## config.mk

```make
export PLATFORM = sky130hd
export DESIGN_NAME = fcm_ctrl
export DESIGN_NICKNAME = d
export VERILOG_FILES = /design/src/hw/rtl/fcm_pkg.sv /design/src/hw/rtl/fcm_ctrl.sv
export SDC_FILE = /design/constraint.sdc
export NUM_CORES = 1
export LEC_CHECK = 0
export ABC_AREA = 1
export CELL_PAD_IN_SITES_DETAIL_PLACEMENT = 0
export CELL_PAD_IN_SITES_GLOBAL_PLACEMENT = 1
export CORE_MARGIN = 1
export CORE_UTILIZATION = 39
export CTS_CLUSTER_DIAMETER = 80
export CTS_CLUSTER_SIZE = 12
export DETAILED_ROUTE_END_ITERATION = 8
export DONT_BUFFER_PORTS = 1
export PLACE_DENSITY_LB_ADDON = 0.1
export SETUP_SLACK_MARGIN = 0.05
export SLEW_MARGIN = 20
export SYNTH_ARGS = -nofsm -noshare
export SYNTH_HDL_FRONTEND = slang
export SYNTH_SLANG_ARGS = --single-unit
```

## constraint.sdc

```tcl
create_clock -name i_clk -period 1.7 [get_ports i_clk]
set_input_delay 0.17 -clock i_clk [delete_from_list [all_inputs] [get_ports i_clk]]
set_output_delay 0.17 -clock i_clk [all_outputs]
set_load 0.02 [all_outputs]
```

## src/hw/rtl/fcm_pkg.sv

```systemverilog
// Shared types, constants and command/status structs for the FAT chain manager.
package fcm_pkg;

    localparam int NUM_BLOCKS = 4096;
    localparam int IDX_W      = $clog2(NUM_BLOCKS);
    localparam int CNT_W      = IDX_W + 1;
    localparam int TAG_W      = 2;
    localparam int ENT_W      = TAG_W + IDX_W;

    // Request kinds
    typedef enum logic [1:0] {
        FUNC_APPEND = 2'd0,
        FUNC_FREE   = 2'd1,
        FUNC_SEEK   = 2'd2,
        FUNC_TRUNC  = 2'd3
    } t_func;

    // Table entry tags
    typedef enum logic [TAG_W-1:0] {
        TAG_FREE = 2'd0,
        TAG_END  = 2'd1,
        TAG_LINK = 2'd2
    } t_tag;

    // Result status codes
    typedef enum logic [1:0] {
        ST_OK        = 2'd0,
        ST_NO_FREE   = 2'd1,
        ST_END_EARLY = 2'd2
    } t_status;

    // Table read address source
    typedef enum logic [1:0] {
        RD_HEAD,
        RD_NEXT,
        RD_SCAN
    } t_rd_sel;

    // Table write kind
    typedef enum logic [1:0] {
        WR_CLEAR,
        WR_CUR_FREE,
        WR_CUR_END,
        WR_TAIL_LINK
    } t_wr_sel;

    // Step counter operation
    typedef enum logic [1:0] {
        CNT_HOLD,
        CNT_CLR,
        CNT_INC
    } t_cnt_op;

    // Result block source
    typedef enum logic {
        BLK_ZERO,
        BLK_IDX
    } t_blk_sel;

    // Controller to datapath
    typedef struct packed {
        logic     load_req;
        logic     rd_en;
        t_rd_sel  rd_sel;
        logic     wr_en;
        t_wr_sel  wr_sel;
        t_cnt_op  cnt_op;
        logic     set_tail;
        logic     set_keep;
        logic     res_set;
        t_blk_sel blk_sel;
        t_status  res_st;
        logic     load_out;
    } t_cmd;

    // Datapath to controller
    typedef struct packed {
        t_func            func;
        logic             present;
        logic [TAG_W-1:0] tag;
        logic             walk_done;
        logic             cnt_last;
        logic             idx_last;
        logic             idx_is_tail;
        logic             idx_is_keep;
        logic             out_room;
    } t_sts;

endpackage

```

## src/hw/rtl/fcm_ctrl.sv

```systemverilog
// Controller: sequences the clearing pass, chain walks, free scan and table updates.
module fcm_ctrl import fcm_pkg::*; (
    input  logic i_clk,
    input  logic i_rst_n,
    input  logic i_in_valid,
    input  t_sts i_sts,
    output logic o_in_ready,
    output t_cmd o_cmd
);

    typedef enum logic [3:0] {
        S_CLEAR,
        S_IDLE,
        S_START,
        S_WALK,
        S_FREE,
        S_TRUNC,
        S_SCAN_START,
        S_SCAN,
        S_LINK_TAIL,
        S_DONE
    } t_state;

    t_state r_state;
    t_state n_state;
    logic   r_in_ready;
    logic   n_in_ready;
    logic   not_link;
    logic   is_free;

    assign not_link = (i_sts.tag != TAG_LINK);
    assign is_free  = (i_sts.tag == TAG_FREE);

    // Next state and datapath commands
    always_comb begin
        n_state        = r_state;
        o_cmd          = '0;
        o_cmd.rd_sel   = RD_HEAD;
        o_cmd.wr_sel   = WR_CLEAR;
        o_cmd.cnt_op   = CNT_HOLD;
        o_cmd.blk_sel  = BLK_ZERO;
        o_cmd.res_st   = ST_OK;

        unique case (r_state)
            // Write every entry free, one per cycle
            S_CLEAR: begin
                o_cmd.wr_en  = 1'b1;
                o_cmd.wr_sel = WR_CLEAR;
                o_cmd.cnt_op = CNT_INC;
                if (i_sts.cnt_last) begin
                    n_state = S_IDLE;
                end
            end
            S_IDLE: begin
                if (i_in_valid) begin
                    o_cmd.load_req = 1'b1;
                    n_state        = S_START;
                end
            end
            // Dispatch on the request kind
            S_START: begin
                o_cmd.cnt_op = CNT_CLR;
                unique case (i_sts.func) inside
                    FUNC_APPEND: begin
                        if (i_sts.present) begin
                            o_cmd.rd_en  = 1'b1;
                            o_cmd.rd_sel = RD_HEAD;
                            n_state      = S_WALK;
                        end else begin
                            n_state = S_SCAN_START;
                        end
                    end
                    FUNC_FREE: begin
                        if (i_sts.present) begin
                            o_cmd.rd_en  = 1'b1;
                            o_cmd.rd_sel = RD_HEAD;
                            n_state      = S_FREE;
                        end else begin
                            o_cmd.res_set = 1'b1;
                            n_state       = S_DONE;
                        end
                    end
                    FUNC_SEEK, FUNC_TRUNC: begin
                        if (i_sts.present) begin
                            o_cmd.rd_en  = 1'b1;
                            o_cmd.rd_sel = RD_HEAD;
                            n_state      = S_WALK;
                        end else begin
                            o_cmd.res_set = 1'b1;
                            o_cmd.res_st  = ST_END_EARLY;
                            n_state       = S_DONE;
                        end
                    end
                    default: n_state = S_DONE;
                endcase
            end
            // Follow one link per cycle
            S_WALK: begin
                if (i_sts.func == FUNC_APPEND) begin
                    if (i_sts.walk_done || not_link) begin
                        o_cmd.set_tail = 1'b1;
                        o_cmd.cnt_op   = CNT_CLR;
                        n_state        = S_SCAN_START;
                    end else begin
                        o_cmd.rd_en  = 1'b1;
                        o_cmd.rd_sel = RD_NEXT;
                        o_cmd.cnt_op = CNT_INC;
                    end
                end else if (i_sts.walk_done) begin
                    o_cmd.res_set = 1'b1;
                    o_cmd.blk_sel = BLK_IDX;
                    o_cmd.res_st  = ST_OK;
                    n_state       = S_DONE;
                    if (i_sts.func == FUNC_TRUNC) begin
                        // End the chain here and release what follows
                        o_cmd.wr_en    = 1'b1;
                        o_cmd.wr_sel   = WR_CUR_END;
                        o_cmd.set_keep = 1'b1;
                        if (!not_link) begin
                            o_cmd.rd_en  = 1'b1;
                            o_cmd.rd_sel = RD_NEXT;
                            o_cmd.cnt_op = CNT_CLR;
                            n_state      = S_TRUNC;
                        end
                    end
                end else if (not_link) begin
                    o_cmd.res_set = 1'b1;
                    o_cmd.blk_sel = BLK_IDX;
                    o_cmd.res_st  = ST_END_EARLY;
                    n_state       = S_DONE;
                end else begin
                    o_cmd.rd_en  = 1'b1;
                    o_cmd.rd_sel = RD_NEXT;
                    o_cmd.cnt_op = CNT_INC;
                end
            end
            // Release the chain one block per cycle
            S_FREE: begin
                o_cmd.wr_en  = 1'b1;
                o_cmd.wr_sel = WR_CUR_FREE;
                if (not_link || i_sts.cnt_last) begin
                    o_cmd.res_set = 1'b1;
                    n_state       = S_DONE;
                end else begin
                    o_cmd.rd_en  = 1'b1;
                    o_cmd.rd_sel = RD_NEXT;
                    o_cmd.cnt_op = CNT_INC;
                end
            end
            // Release blocks past the kept one, stop on a loop back to it
            S_TRUNC: begin
                if (i_sts.idx_is_keep) begin
                    n_state = S_DONE;
                end else begin
                    o_cmd.wr_en  = 1'b1;
                    o_cmd.wr_sel = WR_CUR_FREE;
                    if (not_link || i_sts.cnt_last) begin
                        n_state = S_DONE;
                    end else begin
                        o_cmd.rd_en  = 1'b1;
                        o_cmd.rd_sel = RD_NEXT;
                        o_cmd.cnt_op = CNT_INC;
                    end
                end
            end
            // Prime the scan pipeline with block 0
            S_SCAN_START: begin
                o_cmd.rd_en  = 1'b1;
                o_cmd.rd_sel = RD_SCAN;
                o_cmd.cnt_op = CNT_INC;
                n_state      = S_SCAN;
            end
            // Check one entry per cycle for the lowest free block
            S_SCAN: begin
                if (is_free && !(i_sts.present && i_sts.idx_is_tail)) begin
                    o_cmd.wr_en   = 1'b1;
                    o_cmd.wr_sel  = WR_CUR_END;
                    o_cmd.res_set = 1'b1;
                    o_cmd.blk_sel = BLK_IDX;
                    o_cmd.res_st  = ST_OK;
                    n_state       = i_sts.present ? S_LINK_TAIL : S_DONE;
                end else if (i_sts.idx_last) begin
                    o_cmd.res_set = 1'b1;
                    o_cmd.res_st  = ST_NO_FREE;
                    n_state       = S_DONE;
                end else begin
                    o_cmd.rd_en  = 1'b1;
                    o_cmd.rd_sel = RD_SCAN;
                    o_cmd.cnt_op = CNT_INC;
                end
            end
            // Link the old tail to the new block
            S_LINK_TAIL: begin
                o_cmd.wr_en  = 1'b1;
                o_cmd.wr_sel = WR_TAIL_LINK;
                n_state      = S_DONE;
            end
            // Hand the result to the output register once it has room
            S_DONE: begin
                if (i_sts.out_room) begin
                    o_cmd.load_out = 1'b1;
                    n_state        = S_IDLE;
                end
            end
            default: n_state = S_IDLE;
        endcase
        n_in_ready = (n_state == S_IDLE);
    end

    // State and registered ready
    always_ff @(posedge i_clk) begin
        if (!i_rst_n) begin
            r_state    <= S_CLEAR;
            r_in_ready <= 1'b0;
        end else begin
            r_state    <= n_state;
            r_in_ready <= n_in_ready;
        end
    end

    assign o_in_ready = r_in_ready;

endmodule
```

Word-level counts from Yosys, hierarchy flattened
Cells that the tools add are included.
{ "word_totals": {"output_inout_bits": 17, "in_bits": 14, "reg_bits": 5} }
{ "classes": {"n_eq_ne": 14, "n_reduce_logical": 12, "muxes": 69} }
{ "op_table": {"columns": ["cell", "n"], "rows": [
  ["4-bit two-way mux", 17],
  ["4-bit one-hot mux with 10 select lines", 1],
  ["3-bit two-way mux", 13],
  ["3-bit one-hot mux with 6 select lines", 2],
  ["2-bit two-way mux", 10],
  ["1-bit two-way mux", 18],
  ["4-bit by 3-bit equality test with 1-bit output (second input constant)", 4],
  ["8-bit two-way mux", 2],
  ["2-bit one-hot mux with 6 select lines", 1],
  ["4-bit one-hot mux with 3 select lines", 1],
  ["4-bit by 1-bit equality test with 1-bit output (second input constant)", 2],
  ["4-bit by 2-bit equality test with 1-bit output (second input constant)", 2],
  ["4-bit equality test (second input constant)", 2],
  ["2-bit one-hot mux with 3 select lines", 1],
  ["5-bit two-way mux", 1],
  ["2-bit equality test (second input constant)", 2],
  ["2-bit logical NOT", 2],
  ["4-bit logical NOT", 1],
  ["1-bit one-hot mux with 4 select lines", 1],
  ["2-bit OR reduction", 2],
  ["4-bit OR reduction", 1],
  ["3-bit OR reduction", 1],
  ["2-bit by 1-bit equality test with 1-bit output (second input constant)", 1],
  ["1-bit logical AND", 2],
  ["4 further kinds", 5]
]} }

Depth between registers and ports, before layout
{ "logic_depth": {"ltp_word": 7, "depth_mapped": 11, "mapped_depth_nobuf": 11} }

Worst setup path before layout
Ideal clock, no wire load.
{ "synth_path": {"path_kind": "flip-flop to flip-flop", "start": "reg r_state[0]", "end": "reg r_in_ready, in the netlist o_in_ready", "t_arrival_ns": 1.424, "slack_ns": 0.166, "path_stages_with_launch": 8, "required_ns": 1.590, "path_buffers": 0, "period_less_slack_ns": 1.534, "path_cell_list": "dfxtp_1 > nand2_2 > nor3_1 > nor2_1 > nand3_1 > nor2_1 > nand2_1 > nor2_1"} }
{ "synth_between": {"elab_chain_cells": 5, "word_cells_on_any_way": 23} }
{ "synth_lines": {"columns": ["element", "line_no", "source"], "rows": [
  ["start: declaration", "fcm_ctrl.sv:24", "t_state r_state;"],
  ["start signal: assignment", "fcm_ctrl.sv:216", "r_state <= n_state;"],
  ["4-bit two-way mux", "fcm_ctrl.sv:126", "end else if (not_link) begin"],
  ["4-bit two-way mux", "fcm_ctrl.sv:109", "end else if (i_sts.walk_done) begin"],
  ["4-bit two-way mux", "fcm_ctrl.sv:99", "if (i_sts.func == FUNC_APPEND) begin"],
  ["4-bit one-hot mux with 10 select lines (*)", "fcm_ctrl.sv:44", "unique case (r_state)"],
  ["4-bit by 1-bit equality test with 1-bit output (*)", "fcm_ctrl.sv:207", "n_in_ready = (n_state == S_IDLE);"],
  ["end signal: assignment", "fcm_ctrl.sv:217", "r_in_ready <= n_in_ready;"],
  ["end: declaration", "fcm_ctrl.sv:26", "logic r_in_ready;"]
]} }
Every way passes the cells marked *; elsewhere a longest branch is shown, timed or not.
A chain may end at the register's enable or synchronous reset.

==> impl_summary.md <==
Power
Across the VDD grid, the largest voltage drop is 317 µV. The analysis attributes to cell leakage a power of 0.545 nW. The total power density per cell area is 538 nW/µm². The share of power burned in combinational logic is 0.447. The register share of total power is 0.298.

For this design the total switching power over the nets is 0.235 mW. Internal power comes to 0.301 mW. Of the total power, the share spent switching nets is 0.439. The part of the power in the clock network is 0.255.

Setup path
STA puts the critical path data required time at 1.53 ns. For the worst flop-to-flop path, the logic depth is 10. The worst setup path is launched from a flop. In this run the register-to-register setup slack is 0.31 ns. The capturing point of the worst reg2reg path is o_in_ready.

Tracing the worst setup path back leads to its startpoint at r_state[3]. The end of the critical path is o_cmd[2]. The classification of the worst setup path is reg2out. The worst reg2reg path startpoint is r_state[3].

STA classifies the critical path endpoint as an output pin. The data arrival time of the critical path is 1.46 ns. Along the worst path, the maximum fanout reaches 5.

Global route
The number of global-route vias before repair is 783. After global routing the overflow that remains totals 0. Entering global routing, the biggest net connects 9 pins. The global-route wire length before repair is 3350 µm. The global router's overall resource usage is 0.213. The number of antenna violations at the first check in global routing is 0.

Job
Across the run, the number of max-cap violations was 0.

Placed design
At the end of routability-driven placement, the weighted congestion stood at 0.895. The pre-CTS worst setup slack is 0.166 ns. Once detailed placement completed, the half-perimeter wirelength came to 1750 µm. Input and output buffers added on the ports amount to 0.

Layout
In the final layout, the share of cells above drive strength 1 is 0.319. The diode insertion count for antenna repair is 0. At the end of the flow, the number of nets in the layout was 180.

Once layout is complete, the utilization of the core stands at 0.547. The post-synthesis to final-layout area growth is 25.9%.

Clock tree
In this run the number of H-tree levels came out at 1. The clock sink count is 5. Counting the buffers created by CTS gives 3.

The clock tree from TritonCTS is built. Hold repair after CTS inserted 0 buffers. The longest clock path from root to sink contains 2 buffers.

The tree is rooted in a clkbuf_4. At the later pin of the worst-skew pair, clock insertion delay measures 0.24 ns. The clock-pin transition on the worst setup and hold timing paths is 0.04 ns.

Floorplanning
The overall die height is 47.0 µm. The floorplan step defined a die boundary enclosing 2210 µm². For this configuration, the core starts out at a cell density of 0.434.

The floorplan die width is 47.0 µm. 31 I/O pins were placed. The placeable core region is 1820 µm².

The number of core rows is 15.

Yosys
The share of the Yosys chip area taken by registers is 0.127. After synthesis, the cell types taking the most area are nand2_1 14%, nor2_1 13%, dfxtp_1 13%. The share of synthesized area in the top cell type comes to 0.138.

After synthesis the cells add up to 791 µm². The largest total area in the synthesized netlist belongs to nand2_1. The number of synthesized register bits is 5. Dividing the synthesized area by the synthesized cell count gives 5.42 µm². The fraction of registers with async set/reset is 0. Counting every net in the synthesized netlist gives 165. The count of cell types in the netlist is 22. For this run, the number of Yosys warnings is 0.

The most used flip-flop cell after synthesis is dfxtp_1. The most common cell in the netlist is nand2_1. The cell count after synthesis is 146. The number of synthesized flops with an enable pin is 0. Counting instances in the post-synthesis netlist gives the leading cell types as 29 x nand2_1, 27 x nor2_1, 24 x inv_1.

Routing
Dividing the detail-routed via count by the number of cells gives 4.96. In the routed design, unresolved DRC markers number 0. The routed wirelength normalized by instance count is 12.4 µm. For this block, the via count after detailed routing is 918. The detailed-route wire length is 2290 µm.

The first detailed-routing pass ran for 4 iterations. The number of nets still failing antenna checks after routing is 0. For this block, the initial DRC count from the detailed router was 39.

STA
The slew of the pin with the lowest slew margin is 0.365 ns. The count of endpoints failing hold in the final timing report is 0. Setup repair after global routing could not meet its margin everywhere. For the final routed database, the setup TNS stands at 0 ns.

The smallest clock period supported by the final layout is computed as 1.63 ns. In the finished design, the share of the clock period the worst path needs comes to 0.961. Derived from the worst setup path, the maximum achievable clock frequency is 612 MHz.

Setup violations remaining at the end of the flow were counted as 0. The max-slew violation count is 0. The final clock skew is 0.00184 ns. In this run the tightest slew margin relative to its limit is 0.755. The post-layout worst setup margin is 0.0663 ns.

Outcome
The flow ran to the end, and the final reports show no timing, DRC or antenna violations.

Worst hold path
The worst min-delay path class is in2reg.
[cells by family after synthesis]
kind of cell / after synthesis / synth area share
AOI/OAI and AO/OA: 14 / 0.109
adders and majority gates: 5 / 0.0791
buffers and inverters: 31 / 0.157
DFF: 5 / 0.127
and+or+nand+nor: 91 / 0.528
[state kept, by name, summed over array words and instances (netlist names)]
name	flops
r_state	4
o_in_ready	1
[worst min path at each step]
stage,slack [ns],endpoint,start,cells past startpoint
after floorplan,0.28,r_state[1],i_rst_n,2
after global placement,0.29,r_state[1],i_rst_n,2
after detailed placement,0.28,r_state[1],i_rst_n,2
after CTS,0.04,r_state[1],i_rst_n,2
after global routing,0.05,r_state[1],i_rst_n,2
final,0.04,r_state[1],i_rst_n,2
[worst max-delay path, stage by stage, from the launching register on]
cell and delay (ns):
dfxtp_2 0.33, nor2_4 0.19, nand3_4 0.14, nor2_4 0.16, buf_4 0.12, a32o_1 0.28
[routing by layer]
| layer | share of wire | up-vias | GRT usage |
|---|---|---|---|
| met4 | 0.017 | 0 | 0.0743 |
| li1 | - | 487 | - |
| met3 | 0.052 | 4 | 0.0423 |
| met2 | 0.50 | 22 | 0.342 |
| met1 | 0.43 | 405 | 0.283 |
| met5 | 0 | - | 0 |
[power groups by stage]
stage | combinational (mW) | clock, mW | sequential [mW]
floorplan | 0.180 | 0 | 0.154
global placement | 0.214 | 0 | 0.156
detailed placement | 0.212 | 0 | 0.157
CTS | 0.224 | 0.139 | 0.157
global route | 0.268 | 0.150 | 0.162
finish | 0.240 | 0.137 | 0.160
[final cells by class]
class,instances,area [µm²]
sequential,5,105
inverter,30,113
fill,206,825
clock buffer,4,26.3
multi-input combinational,110,638
tap,25,31.3
timing repair buffer,11,82.6
[per-stage QoR]
step / std cells / cell area, µm² / power [mW] / hold slack, ns
global placement: 176 / 856 / 0.370 / 0.288
floorplan: 146 / 791 / 0.334 / 0.275
CTS: 182 / 920 / 0.520 / 0.0359
global route: 185 / 996 / 0.581 / 0.0498
detailed placement: 176 / 856 / 0.369 / 0.282
finish: 185 / 996 / 0.536 / 0.0385
[cell usage in the layout (no fill, tap or decap)]
| cell type | netlist | routed |
|---|---|---|
| nor4_1 | 1 | 1 |
| a21oi_2 | 0 | 1 |
| nor2_4 | 1 | 4 |
| clkbuf_4 | 0 | 3 |
| nor2_2 | 5 | 4 |
| nor2_1 | 27 | 25 |
| a211oi_2 | 0 | 1 |
| buf_4 | 0 | 11 |
| ha_1 | 5 | 5 |
| inv_1 | 24 | 23 |
| nand2_2 | 6 | 9 |
| o22ai_1 | 1 | 1 |
| a32o_1 | 1 | 1 |
| clkbuf_1 | 0 | 1 |
| o21ai_0 | 3 | 3 |
| dfxtp_2 | 0 | 4 |
| nand2_1 | 29 | 26 |
| inv_2 | 6 | 7 |
| a21oi_1 | 5 | 4 |
| nand3_4 | 0 | 1 |
| nand3_2 | 2 | 3 |
| nor3_1 | 5 | 4 |
| o2111ai_2 | 0 | 2 |
| dfxtp_1 | 5 | 1 |
| nand4_1 | 1 | 1 |
| o21ai_1 | 1 | 1 |
| nor3_2 | 0 | 1 |
| nand3_1 | 14 | 12 |
[what timing repair did]
action,in CTS,in global routing
gates resized for setup,6,15
endpoints found under the setup margin,6,10
pin swaps,2,7
setup buffers,2,3
No activity file was read; power rests on OpenSTA's default activity.
